## src/rtl/core/sfcd_pkg.sv

```systemverilog
// Shared types and constants of the serial channel frame decoder.
package sfcd_pkg;

  localparam int FRAME_BYTES   = 25;
  localparam int CHANNEL_COUNT = 16;
  localparam int CHAN_W        = 11;
  localparam int FRAME_BITS    = CHANNEL_COUNT * CHAN_W;
  localparam int COUNT_W       = 5;
  localparam int INDEX_W       = 4;

  // Byte positions within a frame, and the index of the last channel
  localparam logic [COUNT_W-1:0] LAST_DATA_POS = COUNT_W'(FRAME_BITS / 8);
  localparam logic [COUNT_W-1:0] FOOTER_POS    = COUNT_W'(FRAME_BYTES - 1);
  localparam logic [INDEX_W-1:0] LAST_CHANNEL  = INDEX_W'(CHANNEL_COUNT - 1);

  localparam logic [7:0] HEADER_RESET = 8'h0F;
  localparam logic [7:0] FOOTER_RESET = 8'h00;

  typedef enum logic [0:0] {
    REG_HEADER = 1'b0,
    REG_FOOTER = 1'b1
  } reg_index_t;

  typedef struct packed {
    logic       we;
    reg_index_t index;
    logic [7:0] data;
  } cfg_wr_t;

  typedef logic [FRAME_BITS-1:0] frame_bits_t;

endpackage

```

## src/rtl/core/sfcd_if.sv

```systemverilog
// Stream interfaces for received bytes and decoded channels.
interface sfcd_byte_if;
  logic       valid;
  logic       ready;
  logic [7:0] rx_byte;

  modport source (output valid, output rx_byte, input ready);
  modport sink (input valid, input rx_byte, output ready);
endinterface

interface sfcd_chan_if;
  logic                         valid;
  logic                         ready;
  logic [sfcd_pkg::INDEX_W-1:0] channel_index;
  logic [sfcd_pkg::CHAN_W-1:0]  channel_value;
  logic                         last_channel;

  modport source (output valid, output channel_index, output channel_value,
                  output last_channel, input ready);
  modport sink (input valid, input channel_index, input channel_value,
                input last_channel, output ready);
endinterface

```

## src/rtl/core/sfcd_front.sv

```systemverilog
// Byte collector: header hunt, frame assembly and footer check.
module sfcd_front (
  input  logic                  clk,
  input  logic                  rst,
  input  sfcd_pkg::cfg_wr_t     cfg,
  sfcd_byte_if.sink             rx,
  input  logic                  q_full,
  output logic                  push,
  output sfcd_pkg::frame_bits_t frame
);
  import sfcd_pkg::*;

  logic [7:0]         header_value;
  logic [7:0]         footer_value;
  logic               in_frame;
  logic [COUNT_W-1:0] byte_count;
  logic [7:0]         first_byte;
  logic               accept;
  logic               at_footer;

  assign at_footer = in_frame && (byte_count == FOOTER_POS);
  // Stall only on the closing byte when the queue has no room
  assign rx.ready  = !(at_footer && q_full);
  assign accept    = rx.valid && rx.ready;
  assign push      = accept && at_footer && (first_byte == header_value) &&
                     (rx.rx_byte == footer_value);

  always_ff @(posedge clk) begin
    if (rst) begin
      header_value <= HEADER_RESET;
      footer_value <= FOOTER_RESET;
    end else if (cfg.we) begin
      unique case (cfg.index)
        REG_HEADER: header_value <= cfg.data;
        REG_FOOTER: footer_value <= cfg.data;
      endcase
    end
  end

  always_ff @(posedge clk) begin
    if (rst) begin
      in_frame   <= 1'b0;
      byte_count <= '0;
    end else if (accept) begin
      if (!in_frame) begin
        if (rx.rx_byte == header_value) begin
          in_frame   <= 1'b1;
          byte_count <= COUNT_W'(1);
        end
      end else if (at_footer) begin
        in_frame   <= 1'b0;
        byte_count <= '0;
      end else begin
        byte_count <= byte_count + COUNT_W'(1);
      end
    end
  end

  // Shift data bytes in from the top so byte 1 ends at bit 0
  always_ff @(posedge clk) begin
    if (accept) begin
      if (!in_frame) begin
        first_byte <= rx.rx_byte;
      end else if (byte_count <= LAST_DATA_POS) begin
        frame <= {rx.rx_byte, frame[FRAME_BITS-1:8]};
      end
    end
  end

endmodule

```

## src/rtl/core/sfcd_queue.sv

```systemverilog
// Two-entry frame queue between the collector and the channel emitter.
module sfcd_queue (
  input  logic                  clk,
  input  logic                  rst,
  input  logic                  push,
  input  sfcd_pkg::frame_bits_t push_data,
  output logic                  full,
  input  logic                  pop,
  output logic                  not_empty,
  output sfcd_pkg::frame_bits_t pop_data
);
  import sfcd_pkg::*;

  frame_bits_t entries [2];
  logic        wr_ptr;
  logic        rd_ptr;
  logic [1:0]  fill;

  assign full      = (fill == 2'd2);
  assign not_empty = (fill != 2'd0);
  assign pop_data  = entries[rd_ptr];

  always_ff @(posedge clk) begin
    if (rst) begin
      wr_ptr <= 1'b0;
      rd_ptr <= 1'b0;
      fill   <= 2'd0;
    end else begin
      if (push) wr_ptr <= !wr_ptr;
      if (pop) rd_ptr <= !rd_ptr;
      unique case ({push, pop})
        2'b10:   fill <= fill + 2'd1;
        2'b01:   fill <= fill - 2'd1;
        default: fill <= fill;
      endcase
    end
  end

  always_ff @(posedge clk) begin
    if (push) entries[wr_ptr] <= push_data;
  end

endmodule

```

## src/rtl/core/sfcd_back.sv

```systemverilog
// Channel emitter: unpacks one frame into sixteen channel items.
module sfcd_back (
  input  logic                  clk,
  input  logic                  rst,
  input  logic                  not_empty,
  input  sfcd_pkg::frame_bits_t frame,
  output logic                  pop,
  sfcd_chan_if.source           ch
);
  import sfcd_pkg::*;

  logic               busy;
  logic [INDEX_W-1:0] index;
  frame_bits_t        bits;
  logic               take;
  logic               done;

  assign take = ch.valid && ch.ready;
  assign done = take && (index == LAST_CHANNEL);
  assign pop  = not_empty && (!busy || done);

  assign ch.valid         = busy;
  assign ch.channel_index = index;
  assign ch.channel_value = bits[CHAN_W-1:0];
  assign ch.last_channel  = (index == LAST_CHANNEL);

  always_ff @(posedge clk) begin
    if (rst) begin
      busy  <= 1'b0;
      index <= '0;
    end else if (pop) begin
      busy  <= 1'b1;
      index <= '0;
    end else if (done) begin
      busy  <= 1'b0;
      index <= '0;
    end else if (take) begin
      index <= index + INDEX_W'(1);
    end
  end

  // Advance to the next channel by dropping the low field
  always_ff @(posedge clk) begin
    if (pop) begin
      bits <= frame;
    end else if (take) begin
      bits <= {{CHAN_W{1'b0}}, bits[FRAME_BITS-1:CHAN_W]};
    end
  end

endmodule

```

## src/rtl/core/sbus_frame_channel_decoder_top.sv

```systemverilog
// Top level: frame collector, frame queue and channel emitter.
// Accepts one byte per cycle; ready drops only on a closing byte while two
// decoded frames are still queued. A good frame's first channel becomes valid once
// the emitter has popped it from the queue; its sixteen channels then leave at
// one per cycle while ch.ready is high, set by the shift register and handshake.
// Synchronous reset hunts for a header, empties the queue, restores registers.
module sbus_frame_channel_decoder_top (
  input  logic       clk,
  input  logic       rst,
  input  logic       cfg_we,
  input  logic [0:0] cfg_index,
  input  logic [7:0] cfg_data,
  sfcd_byte_if.sink  rx,
  sfcd_chan_if.source ch
);
  import sfcd_pkg::*;

  cfg_wr_t     cfg;
  logic        push;
  logic        q_full;
  logic        pop;
  logic        not_empty;
  frame_bits_t front_frame;
  frame_bits_t queue_frame;

  assign cfg.we    = cfg_we;
  assign cfg.index = reg_index_t'(cfg_index);
  assign cfg.data  = cfg_data;

  sfcd_front u_front (
    .clk    (clk),
    .rst    (rst),
    .cfg    (cfg),
    .rx     (rx),
    .q_full (q_full),
    .push   (push),
    .frame  (front_frame)
  );

  sfcd_queue u_queue (
    .clk       (clk),
    .rst       (rst),
    .push      (push),
    .push_data (front_frame),
    .full      (q_full),
    .pop       (pop),
    .not_empty (not_empty),
    .pop_data  (queue_frame)
  );

  sfcd_back u_back (
    .clk       (clk),
    .rst       (rst),
    .not_empty (not_empty),
    .frame     (queue_frame),
    .pop       (pop),
    .ch        (ch)
  );

endmodule

```

## src/flat_wrapper.sv

```systemverilog
// flat-port wrapper written by rule: the top's interface ports become plain ports
module sbus_frame_channel_decoder_top_flat import sfcd_pkg::*;
  (clk, rst, cfg_we, cfg_index, cfg_data, rx_valid, rx_rx_byte, rx_ready, ch_valid, ch_channel_index, ch_channel_value, ch_last_channel, ch_ready);
  sfcd_byte_if rx_i ();
  sfcd_chan_if ch_i ();
  input  logic clk;
  input  logic rst;
  input  logic cfg_we;
  input  logic [0:0] cfg_index;
  input  logic [7:0] cfg_data;
  input wire logic [$bits(rx_i.valid)-1:0] rx_valid;
  input wire logic [$bits(rx_i.rx_byte)-1:0] rx_rx_byte;
  output wire logic [$bits(rx_i.ready)-1:0] rx_ready;
  output wire logic [$bits(ch_i.valid)-1:0] ch_valid;
  output wire logic [$bits(ch_i.channel_index)-1:0] ch_channel_index;
  output wire logic [$bits(ch_i.channel_value)-1:0] ch_channel_value;
  output wire logic [$bits(ch_i.last_channel)-1:0] ch_last_channel;
  input wire logic [$bits(ch_i.ready)-1:0] ch_ready;
  assign rx_i.valid = rx_valid;
  assign rx_i.rx_byte = rx_rx_byte;
  assign rx_ready = rx_i.ready;
  assign ch_valid = ch_i.valid;
  assign ch_channel_index = ch_i.channel_index;
  assign ch_channel_value = ch_i.channel_value;
  assign ch_last_channel = ch_i.last_channel;
  assign ch_i.ready = ch_ready;
  sbus_frame_channel_decoder_top u_core (.clk(clk), .rst(rst), .cfg_we(cfg_we), .cfg_index(cfg_index), .cfg_data(cfg_data), .rx(rx_i), .ch(ch_i));
endmodule
```

## config.mk

```make
export PLATFORM = sky130hd
export DESIGN_NAME = sbus_frame_channel_decoder_top_flat
export DESIGN_NICKNAME = d
export VERILOG_FILES = /design/src/rtl/core/sfcd_pkg.sv /design/src/rtl/core/sfcd_if.sv /design/src/rtl/core/sfcd_front.sv /design/src/rtl/core/sfcd_queue.sv /design/src/rtl/core/sfcd_back.sv /design/src/rtl/core/sbus_frame_channel_decoder_top.sv /design/src/flat_wrapper.sv
export SDC_FILE = /design/constraint.sdc
export NUM_CORES = 1
export LEC_CHECK = 0
export ABC_AREA = 1
export BUFFER_PORTS_ARGS = -buffer_cell sky130_fd_sc_hd__buf_2
export CORE_ASPECT_RATIO = 0.9
export CORE_MARGIN = 4
export CORE_UTILIZATION = 54
export CTS_BUF_LIST = sky130_fd_sc_hd__clkbuf_2 sky130_fd_sc_hd__clkbuf_4 sky130_fd_sc_hd__clkbuf_8
export CTS_CLUSTER_SIZE = 14
export DETAILED_ROUTE_END_ITERATION = 8
export GPL_TIMING_DRIVEN = 1
export PLACE_DENSITY_LB_ADDON = 0.08
export REMOVE_ABC_BUFFERS = 1
export SYNTH_ARGS = -nofsm -noshare
export SYNTH_HDL_FRONTEND = slang
export SYNTH_SLANG_ARGS = --single-unit
export TNS_END_PERCENT = 20
```

## constraint.sdc

```tcl
create_clock -name clk -period 16.3 [get_ports clk]
set_input_delay 2.445 -clock clk [delete_from_list [all_inputs] [get_ports clk]]
set_output_delay 2.445 -clock clk [all_outputs]
set_load 0.05 [all_outputs]
```

==> key figures, run 1 <==
Critical path
  – Slowest stage delay, CP: 820 ps
  – CP max FO: 62
  – CP Launch Type: input port
  – CP top delay family: buffers and inverters
  – Slowest stage cell, crit path: buf_4
  – Cells along the critical path: buf_2 > inv_1 > nand2_1 > nand2_1 > nor2_1 > nand3_1 > nor2_1 > nand2_1 > nor2_4 > buf_4 > buf_4
  – Critical Path AT: 5460 ps
  – CP Capture Type: flip-flop
  – WS Path Type: input port to flip-flop
  – Worst path most repeated cell: nand2_1
  – Worst Path Required: 16,580 ps
  – Crit path buf inv count: 4

Place
  – Dpl cells: 2,365
  – GPL Wtd Cong: 0.7441
  – Placed inst area: 27,360 sq um
  – Port Buffers: 39
  – Pre-CTS WS: 10,350 ps
  – Post-DP HPWL: 21.38 mm

Timing
  – Final TNS setup: 0 ps
  – Slew Limit Fails: 0
  – PnR worst setup slack: 11,110 ps
  – Hold Slack: 450.7 ps
  – Slew margin rel.: 23.14%
  – Final Hold Fails: 0
  – Fmax: 192.8 MHz
  – Min cycle time layout: 5186 ps
  – Worst slew pin tran: 1153 ps
  – RSZ-0062 raised after global routing: no
  – Clock Skews: 30.29 ps
  – Setup violators final: 0
  – Period Utilization, post-route: 31.82%

Global routing
  – Gr usage total: 17.19%
  – Largest net degree at the start of global routing: 168
  – Initial antenna violation count: 0
  – First-pass GRT wire length: 72.81 mm
  – Grt ovf: 0
  – Vias in the first global route: 14,340

Synthesis
  – Netlist cell types: 31
  – Post-synth EDFFs: 712
  – Synth Instances: 1,776
  – Synthesis-stage register bit count: 744
  – Post-synth ARST share: 0%
  – Synth Area per Inst: 15.05 sq um
  – Seq/Total Area, Yosys: 82.37%
  – Post-Syn Area: 26,730 sq um
  – Post-synth top flop: edfxtp_1
  – Synth warn: 0

CTS
  – TritonCTS Buffers: 111
  – Postcts setup bufs: 0
  – TritonCTS clock tree: built
  – # resized after CTS: 0
  – CTS root buffer: clkbuf_8
  – CTS Buffer Depth: 3
  – Clk slew on worst S/H paths: 60 ps
  – Worst skew pair latency: 680 ps
  – Clk sinks: 744
  – Hold Buf Count CTS: 0
  – H-tree depth: 3

Status
  – Outcome: completed

Floorplan
  – Die Wd: 242.5 um
  – IO Pins: 40
  – Core Rows: 77
  – Initial Util: 54.51%
  – Die Area: 53,130 sq um
  – Floorplan core area: 49,040 sq um
  – Die Height: 219.1 um

Layout
  – # fillers: 3,715
  – Nets: 1,873
  – Antenna cells: 0
  – Share of layout cells above drive strength 1: 12.21%
  – Area overhead of the layout relative to synthesis: 10.10%
  – Non-filler cells, final: 2,556
  – Final Cell Area: 29,430 sq um

Drt
  – WL final: 44.91 mm
  – First-pass DRT Iterations: 4
  – Number of routed nets with antenna violations: 0
  – Vias per cell: 5.369
  – Routed len/inst: 17.57 um
  – Initial drt markers: 909
  – Vias: 13,720
  – DRC Markers: 0

Min path
  – Hold Crit Class: flip-flop to flip-flop

Pwr
  – Pleak: 9.890 nW
  – Peak VDD IR: 0.07635 mV
  – PwrDens: 135.8 nW/um^2

Job
  – Total of max-cap violations: 0
power by group:
part | switching (mW) | internal (mW) | total [mW] | leakage, nW
clock network | 0.645 | 0.759 | 1.40 | 1.10
registers | 0.0347 | 2.21 | 2.24 | 6.68
logic | 0.257 | 0.0955 | 0.352 | 2.11
total | 0.937 | 3.06 | 4.00 | 9.89
synthesized netlist by cell type, types with 2 or more instances:
cell type  count  area (sq um)
xnor2_1        9         78.83
buf_4         13         97.59
a31oi_1      165          1032
o21ai_0       17         85.08
nand2_2        3         18.77
buf_6         10         112.6
dfxtp_1       32         640.6
xor2_1         4         35.03
o211ai_1       4         30.03
nor2_1       194         728.2
a21oi_1       33         165.2
nand4_1        2         12.51
nand3_1       20         100.1
clkbuf_1      40         150.1
inv_1         42         157.7
ha_1           5         62.56
nand2_1      428          1607
nor3_1         2         10.01
inv_2          3         11.26
edfxtp_1     712         21380
buf_2         28         140.1
kinds of logic after synthesis:
| logic type | Yosys count | synth area share [%] |
|---|---|---|
| compound gates | 219 | 4.910 |
| fa+ha+maj | 5 | 0.2340 |
| xor+xnor | 13 | 0.4259 |
| simple gates | 655 | 9.445 |
| buf+inv | 140 | 2.612 |
| flops | 744 | 82.37 |
stage by stage:
stage,power (mW),util [%]
after global routing,4.186,60.02
after CTS,4.054,60.02
final,3.997,60.02
after detailed placement,2.644,55.79
after floorplan,2.585,-
after global placement,2.640,55.79
path summary, 6_finish.rpt:
path,start,to,slack [ps],cells after the start
setup reg to reg,u_core.u_front.byte_count[0],u_core.u_queue.entries[0][131],12220,12
hold / removal,u_core.u_front.frame[5],u_core.u_queue.entries[0][5],450,0
hold reg to reg,u_core.u_front.frame[5],u_core.u_queue.entries[0][5],450,0
setup / recovery,rx_rx_byte[7],u_core.u_queue.entries[0][131],11110,11
sequential cells by signal (all words and copies together) (netlist names), named ones only:
name,flops
u_core.u_queue.entries,352
u_core.u_back.bits,176
u_core.u_front.frame,176
u_core.u_front.first_byte,8
u_core.u_front.footer_value,8
u_core.u_front.header_value,8
u_core.u_front.byte_count,5
u_core.u_back.ch.channel_index,4
u_core.u_queue.fill,2
u_core.u_back.ch.valid,1
u_core.u_front.in_frame,1
u_core.u_queue.rd_ptr,1
u_core.u_queue.wr_ptr,1
layout by cell type, fill, tap and decap left out, drive strengths merged:
cell	count
and3	1
ha	5
xor2	4
o211ai	4
buf	50
clkinvlp	3
edfxtp	712
nor3	2
nand3b	1
dfxtp	32
nor2	196
a31oi	165
inv	46
clkbuf	164
o21ai	17
nand3	21
nand4	2
xnor2	9
nor3b	1
a21oi	33
clkinv	25
nand2	431
cell type report:
class,count,area [sq um],share of cell area (%)
sequential,744,22020,74.83
multi-input combinational,892,4040,13.73
clock buffer,164,1957,6.649
tap,632,790.8,2.687
timing repair buffer,50,302.8,1.029
inverter,47,201.4,0.6844
clock inverter,27,115.1,0.3911
worst register-to-register path, cell delays in order (launching register included):
cell	delay, ps
dfxtp_1	360
inv_1	100
ha_1	140
nand2_1	60
nor2_2	180
nand2_1	140
inv_1	120
nand3_1	90
nor2_1	190
nand2_1	150
nor2_4	540
buf_4	690
buf_4	870
metal layers:
metal,GRT usage (%),part of all wire (%),vias to the layer above
met4,5.475,1.9,0
met2,31.34,53,223
met5,0,0,-
li1,-,-,6569
met1,20.60,42,6856
met3,3.690,3.8,74
Note: power is estimated with default switching activity, not from simulation.
==> run 2: changes to the inputs <==
Settings changed: ABC_AREA 1 to 0.
Clock period 16.3 ns to 4.4 ns, I/O delays scaled along.
==> key figures, run 2 <==
Status
  – Outcome: completed

Timing
  – Fmax: 337.6 MHz
  – Clock Skews: 26.73 ps (-3.559 ps)
  – Setup violators final: 0 (unchanged)
  – Slew margin rel.: 38.10% (+15 points)
  – Period Utilization, post-route: 67.33%
  – Slew Limit Fails: 0 (unchanged)
  – PnR worst setup slack: 1438 ps (-9676 ps)
  – Min cycle time layout: 2962 ps
  – RSZ-0062 raised after global routing: no
  – Final Hold Fails: 0 (unchanged)
  – Worst slew pin tran: 928.6 ps (-224.3 ps)

Pwr
  – PwrDens: 435.9 nW/um^2 (+220%)
  – Peak VDD IR: 0.3841 mV (+400%)
  – Clock share of power: 40.4% (+5.3 points)
  – Total power draw: 12.99 mW (+230%)
  – Internal power: 10.42 mW (+240%)
  – Pleak: 9.310 nW (-5.9%)
  – Sw Share: 19.80% (-3.6 points)
  – Power share of the sequential group: 59.0% (+2.9 points)
  – P_sw: 2.572 mW (+170%)
  – Comb pwr share: 0.6% (-8.2 points)

Critical path
  – Worst Path Required: 4710 ps (-11,870 ps)
  – Critical Path AT: 3270 ps (-2190 ps)
  – WS Path Type: flip-flop to flip-flop
  – R2r setup slk: 1440 ps (-10,780 ps)
  – CP Launch Type: flip-flop
  – CP max FO: 100 (+61%)
  – CP Capture Type: flip-flop

Synthesis
  – Seq/Total Area, Yosys: 82.34% (about the same)
  – Synth Area per Inst: 17.74 sq um (+18%)
  – Post-synth top cells: 712 x edfxtp_1, 190 x nor2_1, 185 x a21oi_1, 177 x mux2i_1, 35 x buf_2
  – Synth area leaders: edfxtp_1 80%, mux2i_1 6.6%, a21oi_1 3.5%
  – Netlist cell types: 45 (+45%)
  – Post-Syn Area: 26,740 sq um (about the same)
  – Post-synth ARST share: 0% (unchanged)
  – Synth area leader: edfxtp_1
  – Post-synth top flop: edfxtp_1
  – Synthesis-stage register bit count: 744 (unchanged)
  – Count leader, synth: edfxtp_1
  – Synth warn: 0 (unchanged)
  – Top cell type's share of synthesized area: 79.94% (about the same)
  – Post-synth EDFFs: 712 (unchanged)
  – Synth Instances: 1,508 (-15%)

Layout
  – Most common cell after layout, fill and taps aside: edfxtp_1
  – Most frequent cells in the layout: 712 x edfxtp_1, 188 x nor2_1, 184 x a21oi_1
  – Share of layout cells above drive strength 1: 14.20% (+2.0 points)
  – # fillers: 3,660 (-1.5%)
  – Largest regs: u_core.u_queue.entries (352), u_core.u_back.bits (176), u_core.u_front.frame (176)
  – Nets: 1,633 (-13%)
  – Antenna cells: 0 (unchanged)
  – Area overhead of the layout relative to synthesis: 11.43%
  – Final Cell Area: 29,800 sq um (+1.3%)
  – Non-filler cells, final: 2,329 (-8.9%)
  – Top reg by flops: u_core.u_queue.entries
  – Max FFs per register: 352 (unchanged)
  – Post-layout utilization of the core: 60.77% (+0.75 points)

Place
  – Dpl cells: 2,123 (-10%)
  – Post-DP HPWL: 21.58 mm (+0.91%)
  – Port Buffers: 39 (unchanged)
  – GPL Wtd Cong: 0.7615 (+2.3%)
  – Pre-CTS WS: 1458 ps (-8889 ps)
  – Placed inst area: 27,690 sq um (+1.2%)

Global routing
  – Grt ovf: 0 (unchanged)
  – Initial antenna violation count: 0 (unchanged)
  – Vias in the first global route: 13,260 (-7.5%)
  – Largest net degree at the start of global routing: 105 (-38%)
  – Gr usage total: 16.35% (-0.84 points)
  – First-pass GRT wire length: 69.19 mm (-5.0%)

CTS
  – Postcts setup bufs: 0 (unchanged)
  – Clk slew on worst S/H paths: 60 ps (about the same)
  – CTS root buffer: clkbuf_8
  – TritonCTS Buffers: 113 (+1.8%)
  – Clk sinks: 744 (unchanged)
  – Worst skew pair latency: 690 ps (about the same)
  – CTS Buffer Depth: 3 (unchanged)
  – TritonCTS clock tree: built
  – H-tree depth: 3 (unchanged)
  – Hold Buf Count CTS: 0 (unchanged)
  – # resized after CTS: 0 (unchanged)

Drt
  – Vias per cell: 5.339 (-0.55%)
  – First-pass DRT Iterations: 5 (+1)
  – Number of routed nets with antenna violations: 0 (unchanged)
  – Routed len/inst: 18.36 um (+4.5%)
  – DRC Markers: 0 (unchanged)
  – Vias: 12,430 (-9.4%)
  – WL final: 42.75 mm (-4.8%)
  – Initial drt markers: 692 (-24%)

Floorplan
  – IO Pins: 40 (unchanged)
  – Core Rows: 77 (unchanged)
  – Die Wd: 242.6 um (about the same)
  – Floorplan core area: 49,040 sq um (unchanged)
  – Die Area: 53,160 sq um (about the same)
  – Initial Util: 54.54% (about the same)
  – Die Height: 219.1 um (about the same)

Min path
  – Hold Crit Class: input port to flip-flop

Job
  – Total of max-cap violations: 0 (unchanged)
run 2: final timing paths:
| check | startpoint | end | depth (start not counted) |
|---|---|---|---|
| max | u_core.u_front.byte_count[0] | u_core.u_queue.entries[1][53] | 9 |
| min | cfg_data[3] | u_core.u_front.header_value[3] | 3 |
| max reg2reg | u_core.u_front.byte_count[0] | u_core.u_queue.entries[1][53] | 9 |
| min reg2reg | u_core.u_front.frame[0] | u_core.u_queue.entries[1][0] | 0 |
run 2: routing by layer:
layer,track usage [%],wire length [um]
met5,0,0
met4,5.155,997
met3,3.885,1626
met2,29.16,22220
met1,19.98,17910
run 2: layout make-up:
| class | instances | area [sq um] | share of cell area [%] |
|---|---|---|---|
| clock buffer | 149 | 1851 | 6.210 |
| tap | 632 | 790.8 | 2.653 |
| sequential | 744 | 22020 | 73.91 |
| timing repair buffer | 58 | 475.5 | 1.595 |
| inverter | 7 | 33.78 | 0.1134 |
| multi-input combinational | 682 | 4364 | 14.64 |
| clock inverter | 57 | 261.5 | 0.8775 |
run 2: cell families after synthesis:
family | share of synthesized area [%]
flops | 82.34
simple gates | 4.379
compound gates | 3.883
mux | 6.667
buf+inv | 1.483
xor+xnor | 1.015
fa+ha+maj | 0.2339
run 2: through the flow:
stage               hold slack [ps]  setup TNS (ps)
floorplan                     421.5        -4177500
global placement              425.8               0
detailed placement            429.6               0
CTS                           158.6               0
global route                  175.6               0
finish                        228.6               0
run 2: power by group through the flow:
stage	clock network [mW]	logic (mW)	registers, mW
floorplan	0	0.0459	7.81
finish	5.25	0.0791	7.67
CTS	5.42	0.0800	7.67
global route	5.77	0.0884	7.66
detailed placement	0	0.0798	7.81
global placement	0	0.0786	7.81
run 2: worst max-delay path, cell delays in order (launching register included):
cell and delay [ps]:
dfxtp_1 420, inv_1 100, ha_1 230, nand4b_1 190
o311ai_1 110, buf_4 180, nor4b_1 290, nand3_1 270
nor2_4 220, buf_12 450
==> run 3: changes to the inputs <==
Settings changed: ABC_AREA 0 to 1.
Clock period 4.4 ns to 3 ns, I/O delays scaled along.
==> key figures, run 3 (same netlist as run 1, synthesis figures left out) <==
Timing
  – RSZ-0062 raised after global routing: no
  – Worst slew pin tran: 1013 ps (+84.06 ps)
  – Min cycle time layout: 2540 ps (-422.0 ps)
  – Fmax: 393.6 MHz (+17%)
  – Hold Slack: 69.41 ps (-159.2 ps)
  – Final Hold Fails: 0 (unchanged)
  – Setup violators final: 0 (unchanged)
  – Slew Limit Fails: 0 (unchanged)
  – Period Utilization, post-route: 84.68% (+17 points)
  – Clock Skews: 24.28 ps (-2.444 ps)
  – Slew margin rel.: 32.49% (-5.6 points)

CTS
  – Postcts setup bufs: 0 (unchanged)
  – Clk sinks: 744 (unchanged)
  – TritonCTS Buffers: 113 (unchanged)
  – CTS root buffer: clkbuf_8
  – CTS Buffer Depth: 3 (unchanged)
  – TritonCTS clock tree: built
  – # resized after CTS: 0 (unchanged)
  – Hold Buf Count CTS: 14 (+14)
  – H-tree depth: 3 (unchanged)
  – Worst skew pair latency: 700 ps (about the same)
  – Clk slew on worst S/H paths: 60 ps (about the same)

Critical path
  – Worst Path Required: 3370 ps (-1340 ps)
  – CP Launch Type: flip-flop
  – CP Capture Type: flip-flop
  – Slowest stage delay, CP: 350 ps (-100 ps)
  – CP max FO: 43 (-57%)
  – Cells along the critical path: inv_1 > ha_1 > nand2_1 > nor2_2 > nand2_1 > inv_1 > nand3_1 > nor2_1 > nand3_1 > inv_8 > buf_12
  – Crit path buf inv count: 4 (+1)
  – Slowest stage cell, crit path: dfxtp_1
  – CP top delay family: simple AND/OR/NAND/NOR gates
  – WS Path Type: flip-flop to flip-flop
  – Critical Path AT: 2910 ps (-360 ps)

Layout
  – Non-filler cells, final: 2,618 (+12%)
  – Area overhead of the layout relative to synthesis: 12.87%
  – Share of layout cells above drive strength 1: 13.70% (-0.51 points)
  – Top reg by flops: u_core.u_queue.entries
  – Max FFs per register: 352 (unchanged)
  – Most frequent cells in the layout: 712 x edfxtp_1, 428 x nand2_1, 192 x nor2_1
  – Nets: 1,919 (+18%)
  – Most common cell after layout, fill and taps aside: edfxtp_1
  – Largest regs: u_core.u_queue.entries (352), u_core.u_back.bits (176), u_core.u_front.frame (176)
  – Antenna cells: 0 (unchanged)

Job
  – Total of max-cap violations: 0 (unchanged)

Drt
  – WL final: 46.65 mm (+9.1%)
  – Vias per cell: 5.328 (-0.20%)
  – Vias: 13,950 (+12%)
  – Routed len/inst: 17.82 um (-2.9%)
  – Number of routed nets with antenna violations: 0 (unchanged)
  – Initial drt markers: 820 (+18%)
  – First-pass DRT Iterations: 5 (unchanged)
  – DRC Markers: 0 (unchanged)

Global routing
  – First-pass GRT wire length: 74.80 mm (+8.1%)
  – Gr usage total: 17.72% (+1.4 points)
  – Vias in the first global route: 14,400 (+8.6%)
  – Grt ovf: 0 (unchanged)
  – Initial antenna violation count: 0 (unchanged)
  – Largest net degree at the start of global routing: 177 (+69%)

Place
  – GPL Wtd Cong: 0.8024 (+5.4%)
  – Port Buffers: 39 (unchanged)
  – Dpl cells: 2,395 (+13%)
  – Post-DP HPWL: 25.08 mm (+16%)

Pwr
  – Pleak: 10.24 nW (+10%)
  – Peak VDD IR: 0.5102 mV (+33%)
  – PwrDens: 740.5 nW/um^2 (+70%)
  – Total power draw: 22.34 mW (+72%)

Floorplan
  – Die Height: 219.1 um (about the same)
  – Initial Util: 54.51% (about the same)
  – Die Wd: 242.5 um (about the same)
  – Core Rows: 77 (unchanged)
  – Die Area: 53,130 sq um (about the same)
  – IO Pins: 40 (unchanged)
  – Floorplan core area: 49,040 sq um (unchanged)

Min path
  – Hold Crit Class: input port to flip-flop

Status
  – Outcome: completed
## run 3: cell count changes in the layout (fill, tap and decap cells not counted), moves of 36 or more
cell	previous run	this run
inv_1	5	41
mux2i_1	177	0
a31oi_1	0	165
nand2_1	30	428
a21oi_1	184	33
## run 3: path summary, 6_finish.rpt
kind / start / end / slack (ps) / depth (start not counted)
setup reg to reg: u_core.u_front.byte_count[0] / u_core.u_queue.entries[1][32] / 460 / 11
hold / removal: cfg_data[4] / u_core.u_front.footer_value[4] / 70 / 3
hold reg to reg: u_core.u_queue.rd_ptr / flip-flop / 440 / 1
setup / recovery: u_core.u_front.byte_count[0] / u_core.u_queue.entries[1][32] / 460 / 11
## run 3: where the power goes
| part | internal (mW) | switching, mW | total [mW] |
|---|---|---|---|
| Clock | 4.38 | 3.71 | 8.09 |
| Combinational | 0.646 | 1.50 | 2.14 |
| Sequential | 12.0 | 0.139 | 12.1 |
| Total | 17.0 | 5.35 | 22.3 |
## run 3: per-layer routing
layer  global-route usage, %  up-vias  share of wire, %
li1                        -     6679                 -
met5                       0        -                 0
met3                   3.665       78               3.7
met1                   21.68     6945                42
met4                   5.494        0               1.8
met2                   31.98      247                52
## run 3: final cells by class
| type | count | area (sq um) |
|---|---|---|
| flip-flops and latches | 744 | 22020 |
| inverters | 47 | 201.4 |
| clock inverters | 59 | 376.6 |
| fillers | 3720 | 18870 |
| repair buffers | 94 | 880.8 |
| well taps | 632 | 790.8 |
| multi-input cells | 892 | 4040 |
| clock buffers | 150 | 1858 |
## run 3: metrics by stage
stage | setup slack (ps) | cell area (sq um) | util, % | TNS (ps)
4_1_cts | 452.9 | 30170 | 61.53 | 0
3_5_place_dp | 458.8 | 27800 | 56.69 | 0
6_report | 459.6 | 30170 | 61.53 | 0
3_3_place_gp | 523.1 | 27800 | 56.69 | 0
2_1_floorplan | -10830 | 26210 | - | -5400290
5_1_grt | 286.1 | 30170 | 61.53 | 0
## run 3: worst reg2reg max path, cell delays in order (launching register included)
cell and delay (ps):
dfxtp_1 350, inv_1 100, ha_1 140, nand2_1 60, nor2_2 190, nand2_1 150
inv_1 90, nand3_1 70, nor2_1 180, nand3_1 240, inv_8 320, buf_12 300
